<file path="src/sv/iee_pkg.sv">
// Shared types, character codes and constants for the infix expression evaluator.
`timescale 1ns / 1ps
package iee_pkg;

  localparam int DATA_WIDTH_DEF = 32;
  localparam int OUT_WIDTH      = 32;
  localparam int CHAR_WIDTH     = 8;
  localparam int DIGIT_WIDTH    = 4;
  localparam int CMD_DEPTH      = 4;
  localparam int CMD_PTR_W      = $clog2(CMD_DEPTH);
  localparam int CMD_CNT_W      = $clog2(CMD_DEPTH + 1);

  localparam logic [CHAR_WIDTH-1:0] CH_PLUS  = 8'h2B;
  localparam logic [CHAR_WIDTH-1:0] CH_MINUS = 8'h2D;
  localparam logic [CHAR_WIDTH-1:0] CH_TIMES = 8'h2A;
  localparam logic [CHAR_WIDTH-1:0] CH_DIV   = 8'h2F;
  localparam logic [CHAR_WIDTH-1:0] CH_SPACE = 8'h20;
  localparam logic [CHAR_WIDTH-1:0] CH_ZERO  = 8'h30;
  localparam logic [CHAR_WIDTH-1:0] CH_NINE  = 8'h39;

  typedef enum logic [1:0] {
    OP_PLUS  = 2'd0,
    OP_MINUS = 2'd1,
    OP_TIMES = 2'd2,
    OP_DIV   = 2'd3
  } op_t;

  typedef enum logic [1:0] {
    ST_IDLE,
    ST_APPLY,
    ST_WAIT,
    ST_EMIT
  } back_state_t;

  // One classified character as it travels from front to back.
  typedef struct packed {
    logic                   dig_valid;
    logic [DIGIT_WIDTH-1:0] digit;
    logic                   apply;
    op_t                    op;
    logic                   last;
  } cmd_t;

endpackage

</file>
<file path="src/sv/iee_in_if.sv">
// Character channel: valid/ready handshake carrying one expression character.
`timescale 1ns / 1ps
interface iee_in_if;
  logic       valid;
  logic       ready;
  logic [7:0] ch;
  logic       last;

  modport source (output valid, output ch, output last, input ready);
  modport sink   (input valid, input ch, input last, output ready);
endinterface

</file>
<file path="src/sv/iee_out_if.sv">
// Result channel: valid/ready handshake carrying the expression value and error flag.
`timescale 1ns / 1ps
interface iee_out_if;
  logic              valid;
  logic              ready;
  logic signed [31:0] value;
  logic              div_by_zero;

  modport source (output valid, output value, output div_by_zero, input ready);
  modport sink   (input valid, input value, input div_by_zero, output ready);
endinterface

</file>
<file path="src/sv/infix_expression_evaluator.sv">
// Infix expression evaluator: one character a word in, one result word per expression out.
// A digit is taken up while the back end is idle; a + or - operator passes through APPLY,
// and a * or / also waits in WAIT for the shared one-bit-a-cycle multiply/divide unit (a /
// by zero skips it); the result word is registered in EMIT after the last operator,
// once the output is free. The back end pops a character only in IDLE; a 4-entry queue
// decouples intake. Synchronous active-high reset clears control and accumulator state.
`timescale 1ns / 1ps
module infix_expression_evaluator #(
  parameter int DATA_WIDTH = iee_pkg::DATA_WIDTH_DEF
) (
  input  logic       clk,
  input  logic       rst,
  iee_in_if.sink     chars,
  iee_out_if.source  results
);
  import iee_pkg::*;

  logic                  push;
  cmd_t                  push_cmd;
  logic                  full;
  logic                  pop;
  cmd_t                  head_cmd;
  logic                  empty;
  logic                  md_start;
  logic                  md_is_div;
  logic [DATA_WIDTH-1:0] md_a;
  logic [DATA_WIDTH-1:0] md_b;
  logic                  md_done;
  logic [DATA_WIDTH-1:0] md_result;

  iee_front u_front (
    .chars (chars),
    .full  (full),
    .push  (push),
    .cmd   (push_cmd)
  );

  iee_cmd_fifo u_fifo (
    .clk   (clk),
    .rst   (rst),
    .push  (push),
    .din   (push_cmd),
    .full  (full),
    .pop   (pop),
    .dout  (head_cmd),
    .empty (empty)
  );

  iee_muldiv #(.W(DATA_WIDTH)) u_muldiv (
    .clk    (clk),
    .rst    (rst),
    .start  (md_start),
    .is_div (md_is_div),
    .opa    (md_a),
    .opb    (md_b),
    .done   (md_done),
    .result (md_result)
  );

  iee_back #(.W(DATA_WIDTH)) u_back (
    .clk       (clk),
    .rst       (rst),
    .cmd_valid (!empty),
    .cmd       (head_cmd),
    .pop       (pop),
    .md_start  (md_start),
    .md_is_div (md_is_div),
    .md_a      (md_a),
    .md_b      (md_b),
    .md_done   (md_done),
    .md_result (md_result),
    .results   (results)
  );

endmodule

</file>
<file path="src/sv/iee_front.sv">
// Front end: accept characters, classify them and push commands into the queue.
`timescale 1ns / 1ps
module iee_front (
  iee_in_if.sink         chars,
  input  logic           full,
  output logic           push,
  output iee_pkg::cmd_t  cmd
);
  import iee_pkg::*;

  logic is_digit;
  logic is_space;
  op_t  char_op;

  assign is_digit = (chars.ch >= CH_ZERO) && (chars.ch <= CH_NINE);
  assign is_space = (chars.ch == CH_SPACE);

  always_comb begin
    unique case (chars.ch)
      CH_MINUS: char_op = OP_MINUS;
      CH_TIMES: char_op = OP_TIMES;
      CH_DIV:   char_op = OP_DIV;
      default:  char_op = OP_PLUS;
    endcase
  end

  assign chars.ready = !full;

  // drop plain spaces; everything else becomes a command
  assign push = chars.valid && !full && !(is_space && !chars.last);

  always_comb begin
    cmd.dig_valid = is_digit;
    cmd.digit     = DIGIT_WIDTH'(chars.ch - CH_ZERO);
    cmd.apply     = (!is_digit && !is_space) || chars.last;
    cmd.op        = char_op;
    cmd.last      = chars.last;
  end

endmodule

</file>
<file path="src/sv/iee_cmd_fifo.sv">
// Short command queue between the front end and the back end.
`timescale 1ns / 1ps
module iee_cmd_fifo (
  input  logic          clk,
  input  logic          rst,
  input  logic          push,
  input  iee_pkg::cmd_t din,
  output logic          full,
  input  logic          pop,
  output iee_pkg::cmd_t dout,
  output logic          empty
);
  import iee_pkg::*;

  cmd_t                 entries [CMD_DEPTH];
  logic [CMD_PTR_W-1:0] wr_ptr;
  logic [CMD_PTR_W-1:0] rd_ptr;
  logic [CMD_CNT_W-1:0] count;

  assign full  = (count == CMD_CNT_W'(CMD_DEPTH));
  assign empty = (count == '0);
  assign dout  = entries[rd_ptr];

  always_ff @(posedge clk) begin
    if (push) begin
      entries[wr_ptr] <= din;
    end
  end

  always_ff @(posedge clk) begin
    if (rst) begin
      wr_ptr <= '0;
      rd_ptr <= '0;
      count  <= '0;
    end else begin
      if (push) begin
        wr_ptr <= wr_ptr + 1'b1;
      end
      if (pop) begin
        rd_ptr <= rd_ptr + 1'b1;
      end
      if (push && !pop) begin
        count <= count + 1'b1;
      end else if (!push && pop) begin
        count <= count - 1'b1;
      end
    end
  end

endmodule

</file>
<file path="src/sv/iee_muldiv.sv">
// Shared iterative unit: shift-add multiply and restoring signed divide, one bit a cycle.
`timescale 1ns / 1ps
module iee_muldiv #(
  parameter int W = iee_pkg::DATA_WIDTH_DEF
) (
  input  logic         clk,
  input  logic         rst,
  input  logic         start,
  input  logic         is_div,
  input  logic [W-1:0] opa,
  input  logic [W-1:0] opb,
  output logic         done,
  output logic [W-1:0] result
);
  localparam int CNT_W = $clog2(W);

  logic             busy;
  logic [CNT_W-1:0] cnt;
  logic             div_mode;
  logic             neg;
  logic [W-1:0]     x;
  logic [W-1:0]     y;
  logic [W:0]       acc;

  logic [W-1:0] mag_a;
  logic [W-1:0] mag_b;
  logic [W:0]   rem_sh;
  logic         q_bit;

  assign mag_a  = opa[W-1] ? (~opa + 1'b1) : opa;
  assign mag_b  = opb[W-1] ? (~opb + 1'b1) : opb;
  assign rem_sh = {acc[W-1:0], x[W-1]};
  assign q_bit  = (rem_sh >= {1'b0, y});

  assign result = div_mode ? (neg ? (~x + 1'b1) : x) : acc[W-1:0];

  always_ff @(posedge clk) begin
    if (start) begin
      div_mode <= is_div;
      neg      <= opa[W-1] ^ opb[W-1];
      x        <= is_div ? mag_a : opa;
      y        <= is_div ? mag_b : opb;
      acc      <= '0;
    end else if (busy) begin
      if (div_mode) begin
        // x shifts the dividend out and the quotient in
        acc <= q_bit ? (rem_sh - {1'b0, y}) : rem_sh;
        x   <= {x[W-2:0], q_bit};
      end else begin
        if (y[0]) begin
          acc <= {1'b0, acc[W-1:0] + x};
        end
        x <= {x[W-2:0], 1'b0};
        y <= {1'b0, y[W-1:1]};
      end
    end
  end

  always_ff @(posedge clk) begin
    if (rst) begin
      busy <= 1'b0;
      cnt  <= '0;
      done <= 1'b0;
    end else begin
      done <= 1'b0;
      if (start) begin
        busy <= 1'b1;
        cnt  <= '0;
      end else if (busy) begin
        cnt <= cnt + 1'b1;
        if (cnt == CNT_W'(W - 1)) begin
          busy <= 1'b0;
          done <= 1'b1;
        end
      end
    end
  end

endmodule

</file>
<file path="src/sv/iee_back.sv">
// Back end: build numbers, apply pending operators and emit the result word.
`timescale 1ns / 1ps
module iee_back #(
  parameter int W = iee_pkg::DATA_WIDTH_DEF
) (
  input  logic          clk,
  input  logic          rst,
  input  logic          cmd_valid,
  input  iee_pkg::cmd_t cmd,
  output logic          pop,
  output logic          md_start,
  output logic          md_is_div,
  output logic [W-1:0]  md_a,
  output logic [W-1:0]  md_b,
  input  logic          md_done,
  input  logic [W-1:0]  md_result,
  iee_out_if.source     results
);
  import iee_pkg::*;

  back_state_t state;
  back_state_t state_next;

  logic [W-1:0] partial_sum;
  logic [W-1:0] last_term;
  logic [W-1:0] current_number;
  op_t          pending_op;
  logic         error_seen;
  op_t          new_op;
  logic         last_r;
  logic         out_valid;

  logic need_md;
  logic out_free;
  logic close;
  logic emit;

  assign need_md  = (pending_op == OP_TIMES) ||
                    ((pending_op == OP_DIV) && (current_number != '0));
  assign out_free = !out_valid || results.ready;

  assign md_is_div = (pending_op == OP_DIV);
  assign md_a      = last_term;
  assign md_b      = current_number;

  always_comb begin
    state_next = state;
    unique case (state)
      ST_IDLE: begin
        if (cmd_valid && cmd.apply) begin
          state_next = ST_APPLY;
        end
      end
      ST_APPLY: begin
        if (need_md) begin
          state_next = ST_WAIT;
        end else if (last_r) begin
          state_next = ST_EMIT;
        end else begin
          state_next = ST_IDLE;
        end
      end
      ST_WAIT: begin
        if (md_done) begin
          state_next = last_r ? ST_EMIT : ST_IDLE;
        end
      end
      ST_EMIT: begin
        if (out_free) begin
          state_next = ST_IDLE;
        end
      end
      default: state_next = ST_IDLE;
    endcase
  end

  always_comb begin
    pop      = 1'b0;
    md_start = 1'b0;
    close    = 1'b0;
    emit     = 1'b0;
    unique case (state)
      ST_IDLE:  pop = cmd_valid;
      ST_APPLY: begin
        md_start = need_md;
        close    = !need_md;
      end
      ST_WAIT:  close = md_done;
      ST_EMIT:  emit = out_free;
      default:  pop = 1'b0;
    endcase
  end

  always_ff @(posedge clk) begin
    if (rst) begin
      state <= ST_IDLE;
    end else begin
      state <= state_next;
    end
  end

  always_ff @(posedge clk) begin
    if (rst) begin
      partial_sum    <= '0;
      last_term      <= '0;
      current_number <= '0;
      pending_op     <= OP_PLUS;
      error_seen     <= 1'b0;
      new_op         <= OP_PLUS;
      last_r         <= 1'b0;
      out_valid      <= 1'b0;
    end else begin
      if (pop && cmd.dig_valid) begin
        current_number <= (current_number << 3) + (current_number << 1) + W'(cmd.digit);
      end
      if (pop && cmd.apply) begin
        new_op <= cmd.op;
        last_r <= cmd.last;
      end

      if (state == ST_APPLY) begin
        case (pending_op)
          OP_PLUS: begin
            partial_sum <= partial_sum + last_term;
            last_term   <= current_number;
          end
          OP_MINUS: begin
            partial_sum <= partial_sum + last_term;
            last_term   <= ~current_number + 1'b1;
          end
          OP_DIV: begin
            // zero divisor: clear the open term and flag it
            if (current_number == '0) begin
              last_term  <= '0;
              error_seen <= 1'b1;
            end
          end
          default: begin
          end
        endcase
      end

      if ((state == ST_WAIT) && md_done) begin
        last_term <= md_result;
      end

      if (close) begin
        current_number <= '0;
        pending_op     <= new_op;
      end

      if (emit) begin
        results.value       <= OUT_WIDTH'(partial_sum + last_term);
        results.div_by_zero <= error_seen;
        out_valid           <= 1'b1;
        partial_sum         <= '0;
        last_term           <= '0;
        current_number      <= '0;
        pending_op          <= OP_PLUS;
        error_seen          <= 1'b0;
      end else if (out_valid && results.ready) begin
        out_valid <= 1'b0;
      end
    end
  end

  assign results.valid = out_valid;

endmodule
</file>
<file path="src/flat_wrapper.sv">
// flat-port wrapper written by rule: the top's interface ports become plain ports
module infix_expression_evaluator_flat import iee_pkg::*;
#(
  parameter int DATA_WIDTH = iee_pkg::DATA_WIDTH_DEF
)
  (clk, rst, chars_valid, chars_ch, chars_last, chars_ready, results_valid, results_value, results_div_by_zero, results_ready);
  iee_in_if chars_i ();
  iee_out_if results_i ();
  input  logic clk;
  input  logic rst;
  input wire logic [$bits(chars_i.valid)-1:0] chars_valid;
  input wire logic [$bits(chars_i.ch)-1:0] chars_ch;
  input wire logic [$bits(chars_i.last)-1:0] chars_last;
  output wire logic [$bits(chars_i.ready)-1:0] chars_ready;
  output wire logic [$bits(results_i.valid)-1:0] results_valid;
  output wire logic [$bits(results_i.value)-1:0] results_value;
  output wire logic [$bits(results_i.div_by_zero)-1:0] results_div_by_zero;
  input wire logic [$bits(results_i.ready)-1:0] results_ready;
  assign chars_i.valid = chars_valid;
  assign chars_i.ch = chars_ch;
  assign chars_i.last = chars_last;
  assign chars_ready = chars_i.ready;
  assign results_valid = results_i.valid;
  assign results_value = results_i.value;
  assign results_div_by_zero = results_i.div_by_zero;
  assign results_i.ready = results_ready;
  infix_expression_evaluator #(.DATA_WIDTH(DATA_WIDTH)) u_core (.clk(clk), .rst(rst), .chars(chars_i), .results(results_i));
endmodule
</file>
<file path="config.mk">
export PLATFORM = sky130hd
export DESIGN_NAME = infix_expression_evaluator_flat
export DESIGN_NICKNAME = d
export VERILOG_FILES = /design/src/sv/iee_pkg.sv /design/src/sv/iee_in_if.sv /design/src/sv/iee_out_if.sv /design/src/sv/infix_expression_evaluator.sv /design/src/sv/iee_front.sv /design/src/sv/iee_cmd_fifo.sv /design/src/sv/iee_muldiv.sv /design/src/sv/iee_back.sv /design/src/flat_wrapper.sv
export SDC_FILE = /design/constraint.sdc
export NUM_CORES = 1
export LEC_CHECK = 0
export BUFFER_PORTS_ARGS = -buffer_cell sky130_fd_sc_hd__buf_4
export CAP_MARGIN = 15
export CORE_ASPECT_RATIO = 2
export CORE_UTILIZATION = 26
export DETAILED_ROUTE_END_ITERATION = 12
export GPL_TIMING_DRIVEN = 0
export SLEW_MARGIN = 20
export SYNTH_ARGS = -nofsm -noshare
export SYNTH_HDL_FRONTEND = slang
export SYNTH_HIERARCHICAL = 1
export SYNTH_SLANG_ARGS = --single-unit
</file>
<file path="constraint.sdc">
create_clock -name clk -period 6.9 [get_ports clk]
set_clock_uncertainty 0.05 [all_clocks]
set_input_delay 0.69 -clock clk [delete_from_list [all_inputs] [get_ports clk]]
set_output_delay 0.69 -clock clk [all_outputs]
set_load 0.05 [all_outputs]
</file>
==> out/qor.txt <==
most used cell along the critical path: clkbuf_1
slowest CP cell: clkbuf_1
sequential fraction of the synthesis area: 0.3312
largest net degree at the start of global routing: 33
Mapped Avg Cell Area: 8.533 um2
Longest Clk Path Bufs: 3
post-route ant nets: 0
family with the most delay on the worst path: buffers and inverters
DIE WIDTH: 205.3 um
fin crit period: 5.545 ns
Final Slew Violations: 0
Seq cells post-synth: 288
DR WL/cell: 22.68 um
Setup CP Type: reg2reg
number of fill cells: 8736
max incr delay on CP: 0.90 ns
initial core utilization: 0.2631
most area-hungry cell type in the Yosys netlist: edfxtp_1
CTS buffer count: 25
# resized after CTS: 0
syn nets: 2705
Leak: 9.555 nW
Placed Area: 0.02318 mm2
HP Class: in2reg
dominant cells by area after synthesis: edfxtp_1 19%, dfxtp_1 14%, ha_1 9.8%
DR vias: 19670
Hold Path End: u_core/u_muldiv/busy$_SDFF_PP0_
slew margin rel.: 0.2368
final setup vio count: 0
routed vias/inst: 5.372
r2r setup slk: 1.35 ns
Clock Latency Late Sink: 0.60 ns
CTS tree: done
cell area after synthesis: 0.02149 mm2
post-synthesis instance total: 2518
clock-pin slew on the worst setup and hold paths: 0.08 ns
Layout area overhead: 11.68%
total gr overflow: 0
core area: 0.08166 mm2
Hold Path Depth: 2
ANT cells: 0
H-tree Lvls: 1
WP data required: 7.13 ns
DP HPWL: 65160 um
Hold Buf Count CTS: 0
antenna violations before repair: 1
final hold violations: 0
total of max-cap violations: 0
global-route wire length before repair: 122500 um
Die Height: 408.5 um
CTS root buffer: clkbuf_16
DR pass1 iterations: 7
layout net count: 2780
RR Startpoint: u_core/u_back/md_b[0]$_SDFFE_PP0P_
fraction of layout cells with a size suffix above 1: 0.07277
Slew @ Worst Pin: 1.145 ns
crit-path cells: inv_1 > ha_1 > nand3b_1 > nor4_2 > and4b_2 > nor2_1 > clkbuf_1 > clkbuf_1 > clkbuf_1 > a31oi_1
Worst Path Buf+Inv: 4
number of synthesized flops with an enable pin: 135
All-Layer GR Usage: 0.1964
Remaining DRCs: 0
Ys Warns: 6
Port Buffers: 47
Commonest cells post-synth: 307 x a21oi_1, 248 x nor2_1, 240 x nand2_1
final instance area: 0.02400 mm2
R2R cell count: 10
setup TNS: 0 ns
top-area cell type share of the netlist area: 0.1887
Worst VDD drop: 0.2373 mV
Final Wtd Congestion: 1.009
Cell Pwr Density: 322.8 mW/mm2
HP Start: rst
RSZ-0062 raised after global routing: false
DR iter-0 viols: 1166
post-CTS setup buffers: 0
ys flop type: dfxtp_1
hold_ws: 0.3170 ns
CTS sink count: 288
Max Clk Rate: 180.3 MHz
Yosys cell types: 86
critical path fanouts, max: 10
startpoint types: register
Crit. End Element: register
final worst-path cycle share: 0.8036
number of I/O pins: 48
top-count cell post-synth: a21oi_1
final WL: 83040 um
vias in the first global route: 19780
Synth async-reset ratio: 0
num rows: 148
R2R Path End: u_core/u_muldiv/x[1]$_DFFE_PP_
worst path arrival time: 5.78 ns
outcome: complete, no violations
Die ar.: 0.08386 mm2
## cells by family (layout without fill, tap and decap cells)
family                     Yosys count  after routing  share of synthesized area
buffers and inverters              215            308                    0.04076
DFF                                288            288                     0.3312
AOI/OAI and AO/OA                  773            773                     0.2301
adders and majority gates          174            174                     0.1034
and+or+nand+nor                    799            799                     0.1768
xor gates and xnor gates           230            230                    0.09376
muxes                               39             39                    0.02393
## placed cells by master (no fill, tap or decap), types with 8 or more instances in the layout
| cell | count |
|---|---|
| o31ai_1 | 32 |
| o22ai_1 | 8 |
| o41ai_1 | 15 |
| a211oi_1 | 21 |
| a31oi_1 | 36 |
| nor2_1 | 247 |
| and3_1 | 25 |
| nor4_1 | 19 |
| mux2_2 | 9 |
| buf_1 | 13 |
| clkbuf_1 | 94 |
| inv_1 | 90 |
| nand4_1 | 11 |
| o21a_1 | 13 |
| a21oi_1 | 307 |
| or2_2 | 8 |
| mux2i_1 | 21 |
| nand3_1 | 41 |
| nor3_1 | 71 |
| a221oi_1 | 15 |
| or3_1 | 19 |
| xnor2_1 | 126 |
| o21bai_1 | 13 |
| a221oi_2 | 18 |
| or4_1 | 9 |
| nand2b_1 | 29 |
| o21ai_0 | 138 |
| buf_4 | 57 |
| nand2_1 | 240 |
| ha_1 | 168 |
| edfxtp_1 | 135 |
| dfxtp_1 | 153 |
| mux4_2 | 9 |
| a21o_1 | 60 |
| nor2b_1 | 17 |
| o211ai_1 | 18 |
| xor2_1 | 104 |
| and2_1 | 16 |
| clkbuf_16 | 25 |
## report_power, final
| part | switching (mW) | leakage [nW] | internal, mW |
|---|---|---|---|
| combinational | 2.44 | 6.69 | 1.30 |
| clock | 0.738 | 0.388 | 0.762 |
| sequential | 0.512 | 2.47 | 1.99 |
## worst max path at each step
stage / to / slack, ns / start / cells after the start
detailed placement: u_core/u_muldiv/x[1]$_DFFE_PP_ / 1.64 / u_core/u_back/md_b[0]$_SDFFE_PP0P_ / 10
global route: u_core/u_muldiv/y[5]$_DFFE_PP_ / 1.29 / u_core/u_back/md_b[0]$_SDFFE_PP0P_ / 10
CTS: u_core/u_muldiv/x[1]$_DFFE_PP_ / 1.63 / u_core/u_back/md_b[0]$_SDFFE_PP0P_ / 10
finish: u_core/u_muldiv/x[1]$_DFFE_PP_ / 1.35 / u_core/u_back/md_b[0]$_SDFFE_PP0P_ / 10
floorplan: u_core/u_back/md_b[31]$_SDFFE_PP0P_ / 3.09 / register / 15
global placement: u_core/u_muldiv/y[9]$_DFFE_PP_ / 1.64 / u_core/u_back/md_b[0]$_SDFFE_PP0P_ / 9
## final cells by class
type / count / area (um2) / share of cell area
clock inverter: 17 / 167.7 / 0.006987
clock buffer: 28 / 646.9 / 0.02696
timing repair buffer: 48 / 372.9 / 0.01554
multi-input combinational: 2015 / 13500 / 0.5627
tap: 1050 / 1314 / 0.05475
buffer: 125 / 538.0 / 0.02242
inverter: 90 / 337.8 / 0.01408
sequential: 288 / 7117 / 0.2966
## worst reg2reg max path: stages (launching register included)
cell	delay (ns)
dfxtp_1	0.78
inv_1	0.19
ha_1	0.27
nand3b_1	0.17
nor4_2	0.08
and4b_2	0.30
nor2_1	0.58
clkbuf_1	0.82
clkbuf_1	0.89
clkbuf_1	0.91
a31oi_1	0.19
## routing by layer
layer | part of all wire | GRT usage
met2 | 0.56 | 0.3904
met1 | 0.32 | 0.1706
met3 | 0.031 | 0.02089
met5 | 0 | 0
met4 | 0.093 | 0.1608
## flip-flops by register name, indices dropped and copies added, names as in the netlist, 3 cells and up, named ones only
register                     flops
u_core/u_fifo/entries           36
u_core/u_muldiv/acc             32
u_core/u_back/md_b              32
u_core/u_muldiv/cnt              5
u_core/u_back/md_a              32
u_core/u_back/partial_sum       32
u_core/u_muldiv/y               32
u_core/u_fifo/count              3
u_core/u_muldiv/x               32
u_core/u_back/results.value     32
## per-stage QoR
stage          utilization  power (mW)  setup slack, ns  cells
2_1_floorplan            -       4.785            3.088   2518
3_3_place_gp        0.2835       6.095            1.643   3615
3_5_place_dp        0.2839       6.113            1.645   3616
4_1_cts             0.2938       7.619            1.626   3661
5_1_grt             0.2938       8.119            1.290   3661
6_report            0.2938       7.746            1.355   3661
(Power assumes the default switching activity.)
